## src/rtl/pcarc_pkg.sv

```systemverilog
// pcarc_pkg: shared types, register indexes and constants of the pitch cascade controller
// no dependencies; imported by every module of the block

package pcarc_pkg;

    // shared multiplier operand widths
    localparam int MUL_A_W  = 34;
    localparam int MUL_B_W  = 27;
    localparam int PROD_W   = MUL_A_W + MUL_B_W;

    localparam int CFG_IDX_W  = 3;
    localparam int CFG_DATA_W = 31;

    localparam int ANGLE_W  = 24;
    localparam int ERR_W    = 25;
    localparam int GAIN_W   = 16;
    localparam int K_W      = 26;   // gain times the 0.01 scale
    localparam int ISUM_W   = 24;
    localparam int ILIM_W   = 23;
    localparam int OLIM_W   = 31;
    localparam int ACC_W    = 43;
    localparam int OUTER_W  = 32;
    localparam int DIFF_W   = 34;
    localparam int DRIVE_W  = 16;
    localparam int GOFF_W   = 10;
    localparam int GENT_W   = 9;

    localparam int Q16_SHIFT = 16;

    localparam logic [9:0]           Q16_SCALE    = 10'd655;
    localparam logic signed [16:0]   INNER_SAT    = 17'sd32000;
    localparam logic signed [GOFF_W-1:0] GRAVITY_BASE = -10'sd100;

    typedef enum logic [CFG_IDX_W-1:0] {
        CFG_OUTER_P   = 3'd0,
        CFG_OUTER_I   = 3'd1,
        CFG_OUTER_D   = 3'd2,
        CFG_INNER_P   = 3'd3,
        CFG_ILIMIT    = 3'd4,
        CFG_OLIMIT    = 3'd5,
        CFG_ISHIFT    = 3'd6,
        CFG_GRAV_ON   = 3'd7
    } t_cfg_idx;

    localparam logic [GAIN_W-1:0] RST_OUTER_P = 16'd185;
    localparam logic [GAIN_W-1:0] RST_OUTER_I = 16'd50;
    localparam logic [GAIN_W-1:0] RST_OUTER_D = 16'd0;
    localparam logic [GAIN_W-1:0] RST_INNER_P = 16'd60;
    localparam logic [ILIM_W-1:0] RST_ILIMIT  = 23'd1280000;
    localparam logic [OLIM_W-1:0] RST_OLIMIT  = 31'h7FFF_FFFF;
    localparam logic [2:0]        RST_ISHIFT  = 3'd1;

    typedef enum logic [3:0] {
        S_IDLE,
        S_KI,
        S_KD,
        S_KIN,
        S_P,
        S_I,
        S_D,
        S_DSUM,
        S_CLAMP,
        S_DIFF,
        S_INNER,
        S_DONE
    } t_state;

    typedef enum logic [2:0] {
        MUL_KI,
        MUL_KD,
        MUL_KIN,
        MUL_P,
        MUL_I,
        MUL_D,
        MUL_INNER
    } t_mul_sel;

    typedef struct packed {
        logic     in_ready;
        logic     mul_en;
        t_mul_sel mul_sel;
        logic     ld_err;
        logic     ld_ki;
        logic     ld_kd;
        logic     ld_kin;
        logic     upd_integ;
        logic     ld_p;
        logic     add_term;
        logic     ld_outer;
        logic     ld_diff;
        logic     ld_result;
    } t_ctrl;

    // step table on whole degrees of attitude
    function automatic logic [GENT_W-1:0] gravity_entry(input logic [ANGLE_W-1:0] deg);
        logic [GENT_W-1:0] e;
        if (deg < 24'd2)       e = 9'd0;
        else if (deg < 24'd4)  e = 9'd86;
        else if (deg < 24'd6)  e = 9'd130;
        else if (deg < 24'd8)  e = 9'd173;
        else if (deg < 24'd10) e = 9'd216;
        else                   e = 9'd260;
        return e;
    endfunction

endpackage

```

## src/rtl/pcarc_mul.sv

```systemverilog
// pcarc_mul: shared signed multiplier with registered product
// depends on pcarc_pkg for operand widths

module pcarc_mul (
    input  logic                                  i_clk,
    input  logic                                  i_en,
    input  logic signed [pcarc_pkg::MUL_A_W-1:0]  i_a,
    input  logic signed [pcarc_pkg::MUL_B_W-1:0]  i_b,
    output logic signed [pcarc_pkg::PROD_W-1:0]   o_prod
);
    import pcarc_pkg::*;

    logic signed [PROD_W-1:0] r_prod;

    always_ff @(posedge i_clk) begin
        if (i_en) begin
            r_prod <= PROD_W'(i_a) * PROD_W'(i_b);
        end
    end

    assign o_prod = r_prod;

endmodule

```

## config.mk

```make
export PLATFORM = sky130hd
export DESIGN_NAME = pcarc_mul
export DESIGN_NICKNAME = d
export VERILOG_FILES = /design/src/rtl/pcarc_pkg.sv /design/src/rtl/pcarc_mul.sv
export SDC_FILE = /design/constraint.sdc
export NUM_CORES = 2
export LEC_CHECK = 0
export BUFFER_PORTS_ARGS = -buffer_cell sky130_fd_sc_hd__buf_2
export CELL_PAD_IN_SITES_DETAIL_PLACEMENT = 0
export CELL_PAD_IN_SITES_GLOBAL_PLACEMENT = 1
export CORE_MARGIN = 2
export CORE_UTILIZATION = 35
export CTS_BUF_LIST = sky130_fd_sc_hd__clkbuf_4
export DETAILED_ROUTE_END_ITERATION = 7
export GPL_TIMING_DRIVEN = 0
export MAX_ROUTING_LAYER = met4
export PLACE_DENSITY = 0.62
export RECOVER_POWER = 100
export SLEW_MARGIN = 20
export SYNTH_ARGS = -nofsm -noshare
export SYNTH_HDL_FRONTEND = slang
export SYNTH_SLANG_ARGS = --single-unit
```

## constraint.sdc

```tcl
create_clock -name i_clk -period 9.3 [get_ports i_clk]
set_input_delay 1.86 -clock i_clk [delete_from_list [all_inputs] [get_ports i_clk]]
set_output_delay 1.86 -clock i_clk [all_outputs]
set_load 0.1 [all_outputs]
```

==> results.txt <==
Status -> finished with violations
Failing checks -> capacitance limit, slew limit
Post-synth EDFFs -> 61
DRT antenna net count -> 0
Synth Warn # -> 0
CP max stage cell -> fa_1
Count of pins over their slew limit -> 54
Nets -> 4,903
Final Hold Fails -> 0
Max_cap viols -> 1
Required time worst endpoint -> 9540 ps
Drt total wl -> 122,000 um
CTS Root Cell -> clkbuf_4
DP Worst Slack -> -1380 ps
First-pass GRT wire length -> 178,000 um
Type of the tightest min-delay check -> in -> reg
Startpoint Class -> input pin
CP max FO -> 10
Synth cell types -> 51
Ports -> 124
RD Place Congestion -> 0.953
Final setup vio count -> 0
Initial DRC count -> 1,460
Hold WS -> 1820 ps
First-pass iteration count of the detailed router -> 5
Grt ovf -> 0
Data arrival time of the worst path -> 9350 ps
CORE AREA -> 0.0963 mm2
Tcrit/Tclk final -> 97.9%
Syn Inst Count -> 3,601
Total number of vias -> 24,600
DP Wirelength -> 103,000 um
Die X -> 315 um
Seq/Total Area, Yosys -> 5.41%
Initial Util -> 35.1%
Placed cells -> 4,984
Pin count of the biggest net entering global routing -> 54
Mean Syn Cell Area -> 9.40 um2
Syn Nets -> 4,772
Count leader, synth -> inv_1
Dominant cells by area after synthesis -> fa_1 55%, inv_1 11%, and2_1 7.4%
Synth cell count leaders -> 962 x inv_1, 936 x fa_1, 522 x nand2_1, 402 x and2_1, 178 x clkbuf_1
Port Buffers -> 106
Fmax -> 110 MHz
Die Area -> 0.0992 mm2
Setup tns final -> 0 ps
Wire per inst -> 24.3 um
Final setup margin -> 196 ps
Minimum clock period -> 9100 ps
Remaining DRCs -> 0
Post-synth top area share -> 55.4%
Hold Path End -> o_prod[54]$_DFFE_PP_
Top FF cell, synth -> edfxtp_1
TritonCTS Buffers -> 9
Clk pin slew, worst setup/hold paths -> 110 ps
Max-Slew Margin vs Limit -> -105%
Htree depth -> 3
Most used cell, CP -> fa_1
Post-Syn Area -> 0.0338 mm2
Crit end category -> flip-flop
WS Path Type -> in -> reg
Worst Tran Pin Value -> 3070 ps
Critical path's largest stage delay -> 570 ps
Area delta synth->final -> 8.20%
Die Ht -> 315 um
Vias in the first global route -> 26,500
CTS tree -> yes
Register bit total from synthesis -> 61
Row count -> 114
Largest register FFs -> 61
Initial antenna violation count -> 12
Final Non-Filler Cells -> 5,021
Clk buf depth -> 2
Hold_sp -> i_en
Via density -> 4.90
Hold path cells -> 1
CTS sink cnt -> 61
Layout cells sized above 1 -> 6.66%
GRT Overall Usage -> 26.1%
Synth area leader -> fa_1
Post-synth ARST share -> 0%
layer usage:
layer / routed length, um / share of wire, % / vias up / GRT usage, %
li1: - / - / 10500 / -
met1: 46900 / 39 / 13000 / 31.4
met2: 59300 / 49 / 837 / 42.4
met3: 7700 / 6.3 / 225 / 4.16
met4: 7890 / 6.5 / 0 / 13.4
met5: 0 / 0 / - / -
critical path: cells and delay by family:
kind | cells | cell delay (ps)
AO/OA/AOI/OAI | 7 | 1850
adder cells (fa/ha/maj) | 8 | 3990
XOR/XNOR | 1 | 160
AND/OR/NAND/NOR | 3 | 390
buffers and inverters | 7 | 1060
area by class of cell:
class	instances	area [um2]
Buffer	182	1080
Antenna cell	8	20.0
Fill cell	10100	59700
Clock buffer	11	82.6
Multi-Input combinational cell	2395	27700
Timing Repair Buffer	121	574
Inverter	962	3620
Sequential cell	61	1830
Clock inverter	5	75.1
Tap cell	1276	1600
worst max-delay path by stage:
stage,end,cells past startpoint,slack [ps],start
4_1_cts,o_prod[59]$_DFFE_PP_,26,5,i_a[25]
5_1_grt,o_prod[60]$_DFFE_PP_,23,-6,i_b[5]
3_5_place_dp,o_prod[60]$_DFFE_PP_,26,-1380,i_b[0]
3_3_place_gp,o_prod[60]$_DFFE_PP_,24,-1410,i_b[3]
6_report,o_prod[59]$_DFFE_PP_,26,200,i_a[24]
2_1_floorplan,o_prod[60]$_DFFE_PP_,26,250,i_b[0]
repair_timing:
| action | in CTS | in global routing |
|---|---|---|
| setup buffers | 2 | 12 |
| pin swaps | 1 | 3 |
| hold buffers | 0 | 0 |
| endpoints found under the setup margin | 23 | 17 |
| hold endpoints to repair | 0 | 0 |
| gates resized for setup | 106 | 296 |
cells by family (layout without fill, tap and decap cells):
logic type,Yosys count,count (layout),synth area share (%)
AOI/OAI and AO/OA,163,163,3.20
xor gates and xnor gates,65,65,1.68
adders and majority gates,1108,1108,61.7
buffers and inverters,1145,1281,12.7
DFF,61,61,5.41
muxes,1,1,0.0296
other,0,8,0
and+or+nand+nor,1058,1058,15.2
metrics by stage:
stage	area, um2	util [%]
2_1_floorplan	33800	-
3_3_place_gp	36000	37.4
3_5_place_dp	36000	37.4
4_1_cts	36300	37.7
5_1_grt	36600	38.0
6_report	36600	38.0
cells in the final DEF, fill, tap and decap left out, types with 16 or more instances in the layout:
cell type / instances
fa_1: 932
o21ai_0: 25
xor2_1: 20
a21o_1: 26
a21oi_1: 56
nand3_1: 16
clkbuf_1: 89
and2_1: 398
edfxtp_1: 61
clkbuf_4: 42
inv_1: 959
clkbuf_2: 86
ha_1: 171
nand2_1: 522
xnor2_1: 45
buf_4: 28
buf_2: 53
nor2_1: 60
Power is not shown: default switching activity piles up to over one toggle a cycle in this logic, so the estimate is an artifact.
