===== config.mk =====
export PLATFORM = sky130hd
export DESIGN_NAME = pcarc_ctrl
export DESIGN_NICKNAME = d
export VERILOG_FILES = /design/src/rtl/pcarc_pkg.sv /design/src/rtl/pcarc_ctrl.sv
export SDC_FILE = /design/constraint.sdc
export NUM_CORES = 1
export LEC_CHECK = 0
export BUFFER_PORTS_ARGS = -buffer_cell sky130_fd_sc_hd__buf_2
export CORE_AREA = 3 3 40 42
export CTS_CLUSTER_DIAMETER = 60
export DETAILED_ROUTE_END_ITERATION = 8
export DIE_AREA = 0 0 43 45
export GPL_TIMING_DRIVEN = 0
export HOLD_SLACK_MARGIN = 0.03
export PLACE_DENSITY = 0.57
export SKIP_CTS_REPAIR_TIMING = 1
export SLEW_MARGIN = 10
export SYNTH_ARGS = -nofsm -noshare
export SYNTH_HDL_FRONTEND = slang
export SYNTH_SLANG_ARGS = --single-unit

===== constraint.sdc =====
create_clock -name i_clk -period 2.8 [get_ports i_clk]
set_input_delay 0.56 -clock i_clk [delete_from_list [all_inputs] [get_ports i_clk]]
set_output_delay 0.56 -clock i_clk [all_outputs]
set_load 0.02 [all_outputs]

===== src/rtl/pcarc_pkg.sv =====
// pcarc_pkg: shared types, register indexes and constants of the pitch cascade controller
// no dependencies; imported by every module of the block

package pcarc_pkg;

    // shared multiplier operand widths
    localparam int MUL_A_W  = 34;
    localparam int MUL_B_W  = 27;
    localparam int PROD_W   = MUL_A_W + MUL_B_W;

    localparam int CFG_IDX_W  = 3;
    localparam int CFG_DATA_W = 31;

    localparam int ANGLE_W  = 24;
    localparam int ERR_W    = 25;
    localparam int GAIN_W   = 16;
    localparam int K_W      = 26;   // gain times the 0.01 scale
    localparam int ISUM_W   = 24;
    localparam int ILIM_W   = 23;
    localparam int OLIM_W   = 31;
    localparam int ACC_W    = 43;
    localparam int OUTER_W  = 32;
    localparam int DIFF_W   = 34;
    localparam int DRIVE_W  = 16;
    localparam int GOFF_W   = 10;
    localparam int GENT_W   = 9;

    localparam int Q16_SHIFT = 16;

    localparam logic [9:0]           Q16_SCALE    = 10'd655;
    localparam logic signed [16:0]   INNER_SAT    = 17'sd32000;
    localparam logic signed [GOFF_W-1:0] GRAVITY_BASE = -10'sd100;

    typedef enum logic [CFG_IDX_W-1:0] {
        CFG_OUTER_P   = 3'd0,
        CFG_OUTER_I   = 3'd1,
        CFG_OUTER_D   = 3'd2,
        CFG_INNER_P   = 3'd3,
        CFG_ILIMIT    = 3'd4,
        CFG_OLIMIT    = 3'd5,
        CFG_ISHIFT    = 3'd6,
        CFG_GRAV_ON   = 3'd7
    } t_cfg_idx;

    localparam logic [GAIN_W-1:0] RST_OUTER_P = 16'd185;
    localparam logic [GAIN_W-1:0] RST_OUTER_I = 16'd50;
    localparam logic [GAIN_W-1:0] RST_OUTER_D = 16'd0;
    localparam logic [GAIN_W-1:0] RST_INNER_P = 16'd60;
    localparam logic [ILIM_W-1:0] RST_ILIMIT  = 23'd1280000;
    localparam logic [OLIM_W-1:0] RST_OLIMIT  = 31'h7FFF_FFFF;
    localparam logic [2:0]        RST_ISHIFT  = 3'd1;

    typedef enum logic [3:0] {
        S_IDLE,
        S_KI,
        S_KD,
        S_KIN,
        S_P,
        S_I,
        S_D,
        S_DSUM,
        S_CLAMP,
        S_DIFF,
        S_INNER,
        S_DONE
    } t_state;

    typedef enum logic [2:0] {
        MUL_KI,
        MUL_KD,
        MUL_KIN,
        MUL_P,
        MUL_I,
        MUL_D,
        MUL_INNER
    } t_mul_sel;

    typedef struct packed {
        logic     in_ready;
        logic     mul_en;
        t_mul_sel mul_sel;
        logic     ld_err;
        logic     ld_ki;
        logic     ld_kd;
        logic     ld_kin;
        logic     upd_integ;
        logic     ld_p;
        logic     add_term;
        logic     ld_outer;
        logic     ld_diff;
        logic     ld_result;
    } t_ctrl;

    // step table on whole degrees of attitude
    function automatic logic [GENT_W-1:0] gravity_entry(input logic [ANGLE_W-1:0] deg);
        logic [GENT_W-1:0] e;
        if (deg < 24'd2)       e = 9'd0;
        else if (deg < 24'd4)  e = 9'd86;
        else if (deg < 24'd6)  e = 9'd130;
        else if (deg < 24'd8)  e = 9'd173;
        else if (deg < 24'd10) e = 9'd216;
        else                   e = 9'd260;
        return e;
    endfunction

endpackage


===== src/rtl/pcarc_ctrl.sv =====
// pcarc_ctrl: sequencer that steps one tick through the shared multiplier
// depends on pcarc_pkg for the state, operand select and control struct types

module pcarc_ctrl (
    input  logic              i_clk,
    input  logic              i_rst_n,
    input  logic              i_in_valid,
    input  logic              i_out_busy,
    output pcarc_pkg::t_ctrl  o_ctrl
);
    import pcarc_pkg::*;

    t_state r_state;
    t_state n_state;
    t_ctrl  ctrl;

    always_ff @(posedge i_clk) begin
        if (!i_rst_n) begin
            r_state <= S_IDLE;
        end else begin
            r_state <= n_state;
        end
    end

    always_comb begin
        n_state = r_state;
        ctrl    = '0;
        ctrl.mul_sel = MUL_KI;
        case (r_state)
            S_IDLE: begin
                ctrl.in_ready = 1'b1;
                if (i_in_valid) n_state = S_KI;
            end
            S_KI: begin
                ctrl.mul_en  = 1'b1;
                ctrl.mul_sel = MUL_KI;
                ctrl.ld_err  = 1'b1;
                n_state      = S_KD;
            end
            S_KD: begin
                ctrl.ld_ki     = 1'b1;
                ctrl.mul_en    = 1'b1;
                ctrl.mul_sel   = MUL_KD;
                ctrl.upd_integ = 1'b1;
                n_state        = S_KIN;
            end
            S_KIN: begin
                ctrl.ld_kd   = 1'b1;
                ctrl.mul_en  = 1'b1;
                ctrl.mul_sel = MUL_KIN;
                n_state      = S_P;
            end
            S_P: begin
                ctrl.ld_kin  = 1'b1;
                ctrl.mul_en  = 1'b1;
                ctrl.mul_sel = MUL_P;
                n_state      = S_I;
            end
            S_I: begin
                ctrl.ld_p    = 1'b1;
                ctrl.mul_en  = 1'b1;
                ctrl.mul_sel = MUL_I;
                n_state      = S_D;
            end
            S_D: begin
                ctrl.add_term = 1'b1;
                ctrl.mul_en   = 1'b1;
                ctrl.mul_sel  = MUL_D;
                n_state       = S_DSUM;
            end
            S_DSUM: begin
                ctrl.add_term = 1'b1;
                n_state       = S_CLAMP;
            end
            S_CLAMP: begin
                ctrl.ld_outer = 1'b1;
                n_state       = S_DIFF;
            end
            S_DIFF: begin
                ctrl.ld_diff = 1'b1;
                n_state      = S_INNER;
            end
            S_INNER: begin
                ctrl.mul_en  = 1'b1;
                ctrl.mul_sel = MUL_INNER;
                n_state      = S_DONE;
            end
            S_DONE: begin
                // hold until the output register is free
                if (!i_out_busy) begin
                    ctrl.ld_result = 1'b1;
                    n_state        = S_IDLE;
                end
            end
            default: begin
                n_state = S_IDLE;
            end
        endcase
    end

    assign o_ctrl = ctrl;

endmodule


==> flow_metrics.env, run 1 <==
export IMPL_finalPower_uw=240
export IMPL_hold_path_class="in2reg"
export IMPL_path_cells="buf_4, inv_1, nand2_1, nor3_1, buf_4, buf_2"
export IMPL_registers_top_by_ff_count="r_state"
export IMPL_avgSynthCellArea_sq_um=7.84
export IMPL_drv_cap=0
export IMPL_dr_pass1_iters=3
export IMPL_power_density_mw_per_mm2=446
export IMPL_setup_tns_final_ns=0
export IMPL_area_growth_pct=32.2
export IMPL_ant_nets=0
export IMPL_dpl_hpwl_um=766
export IMPL_crit_fanout=10
export IMPL_r2r_start="r_state[3]"
export IMPL_hold_path_startpoint="i_rst_n"
export IMPL_cts_buffer_depth=2
export IMPL_ys_warn_count=0
export IMPL_ys_seq_area_share_pct=19.6
export IMPL_crit_top_cell="buf_4"
export IMPL_stdcell_count=88
export IMPL_dp_cells=85
export IMPL_start_util_pct=31.7
export IMPL_layout_commonest_cell="buf_2"
export IMPL_fill_cells=152
export IMPL_yosysTopAreaCellShare_pct=19.6
export IMPL_place_ws_ns=1.07
export IMPL_grt_overflow_total=0
export IMPL_grt_antenna_before_repair=0
export IMPL_syn_inst=52
export IMPL_period_share_pct=70.8
export IMPL_synth_area_leaders="dfxtp_1, nor3_1, buf_4"
export IMPL_multiInputGateArea_sq_um=255
export IMPL_ioPinCount=19
export IMPL_cp_start_kind="flop"
export IMPL_drv_slew=0
export IMPL_leakage_nw=0.277
export IMPL_globalplace_congestion=0.750
export IMPL_port_buffers=18
export IMPL_holdPathStages=3
export IMPL_synth_top_cell_by_area="dfxtp_1"
export IMPL_synth_cell_types=30
export IMPL_syn_cell_area_sq_um=408
export IMPL_vias_per_cell=5.05
export IMPL_crit_path_top_delay_cell="dfxtp_1"
export IMPL_clockRootBuffer="clkbuf_4"
export IMPL_holdPathEnd="r_state[0]"
export IMPL_setup_viol=0
export IMPL_ys_seq_elements=4
export IMPL_critical_path_required_ns=2.24
export IMPL_slew_headroom_pct=82.9
export IMPL_outcome="finished, final reports clean"
export IMPL_totalWireLength_um=1050
export IMPL_final_hold_viol_count=0
export IMPL_tightest_slew_ns=0.255
export IMPL_layout_drive_gt1_share_pct=45.2
export IMPL_cts_sinks=4
export IMPL_largest_register_ffs=4
export IMPL_worst_r2r_endpoint="r_state[1]"
export IMPL_cts_buffers=3
export IMPL_fmax_mhz=504
export IMPL_diodes=0
export IMPL_cts_tree="done"
export IMPL_arrival_ns=1.42
export IMPL_htreeDepth=1
export IMPL_drc=0
export IMPL_grt_start_max_net_pins=11
export IMPL_fin_skew_ns=0.00275
export IMPL_design_core_area_sq_mm=0.00128
export IMPL_fp_dieW_um=43
export IMPL_seqCellArea_sq_um=80.1
export IMPL_clock_latency_ns=0.24
export IMPL_crit_path_max_incr_delay_ns=0.34
export IMPL_die_h_um=45
export IMPL_grt_pass1_vias=409
export IMPL_vdd_drop_max_mv=0.233
export IMPL_fin_ws_ns=0.817
export IMPL_die_area_sq_mm=0.00194
export IMPL_grt_util_all_layers_pct=12.6
export IMPL_layout_common_cells="buf_2, nor3_1, nand2_1, dfxtp_1"
export IMPL_worstSetupPathType="reg2out"
export IMPL_num_rows=13
export IMPL_clk_pin_slew_ns=0.04
export IMPL_regToRegSetupSlack_ns=1.81
export IMPL_num_vias=444
export IMPL_min_period_ns=1.98
export IMPL_wl_per_cell_um=12.0
export IMPL_rsz0062_at_grt="false"
export IMPL_critPathCaptureType="primary output"
export IMPL_final_nets=79
export IMPL_grt_pass1_wl_um=1750
export IMPL_drtIter0Drc=5
export IMPL_reg_top3="r_state (4)"
export IMPL_synth_nets=56
export IMPL_reg2regPathDepth=4
-- stage by stage --
stage                     area [sq um]  hold slack, ns  utilization, %
after floorplan                    408           0.609               -
after global placement             517           0.644            40.2
after detailed placement           517           0.641            40.2
after CTS                          539           0.588            42.0
after global routing               539           0.613            42.0
final                              539           0.601            42.0
-- critical path, delay by kind of cell, from the launching register on --
kind / cells / cell delay (ns)
buffers and inverters: 4 / 0.55
flip-flops: 1 / 0.34
AND/OR/NAND/NOR: 2 / 0.30
-- cells in the mapped netlist --
cell type,number
xor2_1,2
a21oi_1,2
buf_6,2
nor2_2,2
o21bai_1,1
nor4_1,1
buf_12,1
and3_1,1
dfxtp_1,4
a31oi_1,1
nor3_2,1
nor3b_2,1
nor2b_1,1
nor3_1,5
and4b_1,1
o21ai_0,1
a31o_1,1
nand2_1,5
nor2_1,3
xnor2_1,1
buf_4,3
and2_1,1
o2111ai_1,1
nand4_1,1
o31ai_1,1
nand2b_1,3
nand2_2,1
a211oi_2,1
inv_1,2
o22ai_1,1
-- final cells by class --
class / count / area share (%)
Buffer: 6 / 12.1
Clock buffer: 3 / 4.18
Inverter: 2 / 1.39
Multi-Input combinational cell: 40 / 47.3
Sequential cell: 4 / 14.8
Tap cell: 15 / 3.48
Timing Repair Buffer: 18 / 16.7
-- worst max-delay path by stage --
stage                    start   endpoint  cells past startpoint
floorplan           r_state[2]  o_ctrl[8]                      5
global placement    r_state[2]  o_ctrl[8]                      6
detailed placement  r_state[2]  o_ctrl[8]                      6
CTS                 r_state[2]  o_ctrl[8]                      6
global route        r_state[2]  o_ctrl[8]                      6
finish              r_state[2]  o_ctrl[8]                      6
-- metal layers --
layer  global-route usage [%]  vias to the layer above  share of wire [%]
li1                         -                      227                  -
met1                     13.7                      205                 45
met3                     5.18                        0                6.4
met4                     7.23                        0                  0
met2                     20.7                       12                 48
met5                        0                        -                  0
-- report_power, final --
group / total [mW] / leakage, nW / switching, mW / internal [mW]
sequential: 0.0661 / 0.0328 / 0.00432 / 0.0618
clock: 0.0724 / 0.0138 / 0.0244 / 0.0480
combinational: 0.102 / 0.230 / 0.0632 / 0.0387
total: 0.240 / 0.277 / 0.0920 / 0.148
-- logic make-up (layout without fill, tap and decap cells) --
| kind of cell | after synthesis | after routing | synth area share [%] |
|---|---|---|---|
| flops | 4 | 4 | 19.6 |
| compound gates | 10 | 10 | 17.8 |
| buf+inv | 8 | 29 | 17.8 |
| simple gates | 27 | 27 | 38.3 |
| xor+xnor | 3 | 3 | 6.44 |
Note: power is estimated with default switching activity, not from simulation.
==> inputs of run 2 (changes only) <==
ABC_AREA = 1   (was unset)
PLACE_DENSITY = 0.51   (was 0.57)
clock period = 2 ns   (was 2.8 ns; I/O delays follow)
==> flow_metrics.env, run 2 <==
export IMPL_crit_fanout=4
export IMPL_drtIter0Drc=5
export IMPL_stdcell_count=93
export IMPL_syn_inst=57
export IMPL_yosysTopAreaCellShare_pct=24.4
export IMPL_cts_tree="done"
export IMPL_final_nets=84
export IMPL_synth_edf_count=0
export IMPL_drv_slew=0
export IMPL_critical_path_required_ns=1.60
export IMPL_ys_seq_elements=4
export IMPL_clockRootBuffer="clkbuf_4"
export IMPL_hold_path_class="in2reg"
export IMPL_dr_pass1_iters=4
export IMPL_cts_sinks=4
export IMPL_grt_pass1_vias=358
export IMPL_start_util_pct=25.5
export IMPL_drv_cap=0
export IMPL_globalplace_congestion=0.741
export IMPL_layout_commonest_cell="buf_2"
export IMPL_vdd_drop_max_mv=0.255
export IMPL_totalWireLength_um=868
export IMPL_power_density_mw_per_mm2=668
export IMPL_grt_util_all_layers_pct=10.8
export IMPL_largest_register_ffs=4
export IMPL_synth_nets=61
export IMPL_layout_common_cells="buf_2, nor2_1, inv_1, nand2_1"
export IMPL_fmax_mhz=578
export IMPL_rsz0062_at_grt="false"
export IMPL_clk_pin_slew_ns=0.04
export IMPL_registers_top_by_ff_count="r_state"
export IMPL_layout_drive_gt1_share_pct=35.9
export IMPL_drc=0
export IMPL_num_rows=13
export IMPL_place_ws_ns=0.512
export IMPL_wl_per_cell_um=9.33
export IMPL_cts_buffers=3
export IMPL_outcome="finished, final reports clean"
export IMPL_async_reset_ff_share_pct=0
export IMPL_grt_antenna_before_repair=0
export IMPL_design_core_area_sq_mm=0.00128
export IMPL_setup_tns_final_ns=0
export IMPL_synth_top_cell_by_area="dfxtp_1"
export IMPL_fp_dieW_um=43
export IMPL_cp_start_kind="flop"
export IMPL_synth_commonest_cells="nor2_1, inv_1, nand2_1"
export IMPL_min_period_ns=1.73
export IMPL_ys_warn_count=0
export IMPL_final_hold_viol_count=0
export IMPL_htreeDepth=1
export IMPL_grt_use_met1_pct=14.2
export IMPL_leakage_nw=0.272
export IMPL_tightest_slew_ns=0.259
export IMPL_ys_seq_area_share_pct=24.4
export IMPL_hold_ws_ns=0.363
export IMPL_worstSetupPathType="reg2out"
export IMPL_die_h_um=45
export IMPL_avgSynthCellArea_sq_um=5.75
export IMPL_cts_buffer_depth=2
export IMPL_dpl_hpwl_um=714
export IMPL_met2_usage_pct=13.8
export IMPL_port_buffers=18
export IMPL_area_growth_pct=40.1
export IMPL_fin_skew_ns=0.00132
export IMPL_dp_cells=90
export IMPL_seqCellArea_sq_um=80.1
export IMPL_use_met3_pct=3.98
export IMPL_synth_area_leaders="dfxtp_1, nor2_1, inv_1"
export IMPL_fin_ws_ns=0.270
export IMPL_multiInputGateArea_sq_um=199
export IMPL_yosys_most_used_dff="dfxtp_1"
export IMPL_slew_headroom_pct=82.7
export IMPL_vias_per_cell=4.35
export IMPL_grt_start_max_net_pins=9
export IMPL_syn_cell_area_sq_um=328
export IMPL_grt_overflow_total=0
export IMPL_grt_pass1_wl_um=1490
export IMPL_num_vias=405
export IMPL_arrival_ns=1.33
export IMPL_synth_cell_types=17
export IMPL_die_area_sq_mm=0.00194
export IMPL_busiest_layer="met1"
export IMPL_ioPinCount=19
export IMPL_critPathCaptureType="primary output"
export IMPL_clock_latency_ns=0.24
export IMPL_setup_viol=0
export IMPL_period_share_pct=86.5
export IMPL_ant_nets=0
export IMPL_reg_top3="r_state (4)"
export IMPL_diodes=0
export IMPL_fill_cells=161
export IMPL_yosysMostFrequentCell="nor2_1"
==> run 2: changes by cell type after synthesis, sizes merged, moves of 3 or more <==
cell    before  now
inv          2   11
buf          6    1
nand2b       3    0
nand3        0    4
nor3         6    2
nor2         5   18
==> run 2: cell families (layout without fill, tap and decap cells) <==
kind of cell	Yosys count	count (layout)	share of synthesized area, %
DFF	4	4	24.4
buffers and inverters	12	33	14.9
and+or+nand+nor	32	32	45.0
AOI/OAI and AO/OA	9	9	15.6
==> run 2: final cells by class <==
type / instances / area share [%]
Multi-Input combinational cell: 41 / 43.3
Timing Repair Buffer: 18 / 19.6
Sequential cell: 4 / 17.4
Inverter: 11 / 8.99
Clock buffer: 3 / 4.90
Tap cell: 15 / 4.09
Buffer: 1 / 1.63
==> run 2: per-layer routing <==
metal	routed length [um]	vias up
li1	-	222
met1	389	170
met2	415	11
met3	52	2
met4	10	0
met5	0	-
==> run 2: stage by stage <==
| stage | power, mW | util, % | area (sq um) |
|---|---|---|---|
| after floorplan | 0.173 | - | 328 |
| after global placement | 0.208 | 34.0 | 437 |
| after detailed placement | 0.208 | 34.0 | 437 |
| after CTS | 0.315 | 35.7 | 459 |
| after global routing | 0.336 | 35.7 | 459 |
| final | 0.307 | 35.7 | 459 |
==> run 2: final timing paths <==
| check | end | from | slack, ns | cells after the start |
|---|---|---|---|---|
| max | o_ctrl[8] | r_state[1] | 0.27 | 6 |
| max reg2reg | r_state[3] | r_state[0] | 0.94 | 6 |
| min | r_state[3] | i_rst_n | 0.36 | 3 |
| min reg2reg | r_state[0] | r_state[0] | 0.67 | 3 |
==> run 2: critical path: stages (launching register included) <==
cell and delay [ns]:
dfxtp_1 0.35, inv_1 0.09, nor2_1 0.18, inv_1 0.09, nor2_1 0.13, buf_4 0.12, buf_2 0.15
==> run 2: report_power, final <==
group          internal, mW  leakage (nW)  switching (mW)
combinational        0.0370         0.226          0.0752
clock                0.0672        0.0138          0.0348
sequential           0.0862        0.0327         0.00636
==> inputs of run 3 (changes only) <==
PLACE_DENSITY = 0.53   (was 0.51)
SETUP_SLACK_MARGIN = 0.3   (was unset)
clock period = 1.4 ns   (was 2 ns; I/O delays follow)
==> flow_metrics.env, run 3 (synthesis results as in run 2) <==
export IMPL_dpl_hpwl_um=741
export IMPL_leakage_nw=0.316
export IMPL_cts_sinks=4
export IMPL_setup_worst_path_start="r_state[1]"
export IMPL_slew_headroom_pct=87.8
export IMPL_dp_cells=90
export IMPL_clock_latency_ns=0.24
export IMPL_ant_nets=0
export IMPL_die_area_sq_mm=0.00194
export IMPL_final_hold_viol_count=0
export IMPL_crit_top_cell="nor2_2"
export IMPL_drv_cap=0
export IMPL_rsz0062_at_grt="true"
export IMPL_wl_per_cell_um=10.3
export IMPL_cts_buffer_depth=2
export IMPL_crit_path_max_incr_delay_ns=0.36
export IMPL_layout_drive_gt1_share_pct=70.0
export IMPL_start_util_pct=25.5
export IMPL_tightest_slew_ns=0.183
export IMPL_design_core_area_sq_mm=0.00128
export IMPL_diodes=0
export IMPL_die_h_um=45
export IMPL_min_period_ns=1.48
export IMPL_drc=0
export IMPL_num_rows=13
export IMPL_layout_common_cells="buf_6, buf_2, buf_4"
export IMPL_reg2regPathDepth=7
export IMPL_power_density_mw_per_mm2=807
export IMPL_grt_overflow_total=0
export IMPL_fill_cells=133
export IMPL_critPathBufInv=3
export IMPL_totalWireLength_um=983
export IMPL_crit_path_top_delay_cell="dfxtp_4"
export IMPL_clk_pin_slew_ns=0.04
export IMPL_globalplace_congestion=0.662
export IMPL_num_vias=426
export IMPL_drtIter0Drc=9
export IMPL_cts_tree="done"
export IMPL_path_cells="inv_6, nor2_4, inv_2, nor2_2, nor2_2, nand3_2, buf_6"
export IMPL_hold_path_class="in2reg"
export IMPL_violations="negative setup slack"
export IMPL_vdd_drop_max_mv=0.354
export IMPL_dr_pass1_iters=4
export IMPL_critPathTopFamily="flip-flops"
export IMPL_ioPinCount=19
export IMPL_registers_top_by_ff_count="r_state"
export IMPL_area_growth_pct=105
export IMPL_vias_per_cell=4.48
export IMPL_final_cell_area_sq_um=671
export IMPL_clockRootBuffer="clkbuf_4"
export IMPL_final_nets=86
export IMPL_outcome="finished, violations left"
export IMPL_largest_register_ffs=4
export IMPL_hold_ws_ns=0.255
export IMPL_grt_util_all_layers_pct=10.3
export IMPL_critPathCaptureType="primary output"
export IMPL_stdcell_count=95
export IMPL_fin_skew_ns=0.00677
export IMPL_port_buffers=18
export IMPL_grt_start_max_net_pins=9
export IMPL_grt_pass1_vias=374
export IMPL_placed_area_sq_um=543
export IMPL_reg_top3="r_state (4)"
export IMPL_period_share_pct=105
export IMPL_regToRegSetupSlack_ns=0.38
export IMPL_grt_antenna_before_repair=0
export IMPL_setup_viol=7
export IMPL_fp_dieW_um=43
export IMPL_cts_buffers=3
export IMPL_endpoint="o_ctrl[13]"
export IMPL_r2r_start="r_state[1]"
export IMPL_worst_r2r_endpoint="r_state[3]"
export IMPL_cp_start_kind="flop"
export IMPL_fin_ws_ns=-0.0760
export IMPL_cp_num_cells=7
export IMPL_setup_tns_final_ns=-0.350
export IMPL_critical_path_required_ns=1.12
export IMPL_arrival_ns=1.20
export IMPL_worstSetupPathType="reg2out"
export IMPL_drv_slew=0
export IMPL_grt_pass1_wl_um=1430
export IMPL_htreeDepth=1
export IMPL_crit_fanout=4
export IMPL_fmax_mhz=677
[run 3: how the worst min path moves through the flow]
stage | start | end | slack, ns | cells past startpoint
detailed placement | i_rst_n | r_state[3] | 0.49 | 3
global route | i_rst_n | r_state[3] | 0.26 | 3
floorplan | i_rst_n | r_state[3] | 0.38 | 2
finish | i_rst_n | r_state[3] | 0.25 | 3
CTS | i_rst_n | r_state[3] | 0.25 | 3
global placement | i_rst_n | r_state[3] | 0.49 | 3
[run 3: metal layers]
| layer | routed length, um | vias to the layer above | global-route usage (%) |
|---|---|---|---|
| li1 | - | 230 | - |
| met4 | 30 | 0 | 10.8 |
| met1 | 408 | 177 | 11.3 |
| met3 | 69 | 3 | 1.99 |
| met2 | 475 | 16 | 16.2 |
| met5 | 0 | - | 0 |
[run 3: power by group]
part | switching [mW] | internal (mW) | total (mW)
registers | 0.0189 | 0.122 | 0.141
logic | 0.147 | 0.109 | 0.256
clock network | 0.0488 | 0.0959 | 0.145
total | 0.215 | 0.327 | 0.541
[run 3: through the flow]
step                      power [mW]  utilization [%]  worst slack (ns)
after floorplan                0.297                -             0.229
after CTS                      0.503             44.0            -0.166
after detailed placement       0.349             42.3            0.0928
after global placement         0.349             42.3            0.0960
final                          0.541             52.2           -0.0760
after global routing           0.574             52.2            -0.152
[run 3: tightest hold or removal path: cells and delay by family]
kind,cells,cell delay [ns]
buffers and inverters,2,0.13
AND/OR/NAND/NOR,1,0.05
[run 3: layout make-up]
class | count | area [sq um] | share of cell area [%]
sequential | 4 | 95.1 | 14.2
buffer | 1 | 11.3 | 1.68
inverter | 11 | 56.3 | 8.40
timing repair buffer | 20 | 155 | 23.1
multi-input combinational | 41 | 312 | 46.5
tap | 15 | 18.8 | 2.80
clock buffer | 3 | 22.5 | 3.36
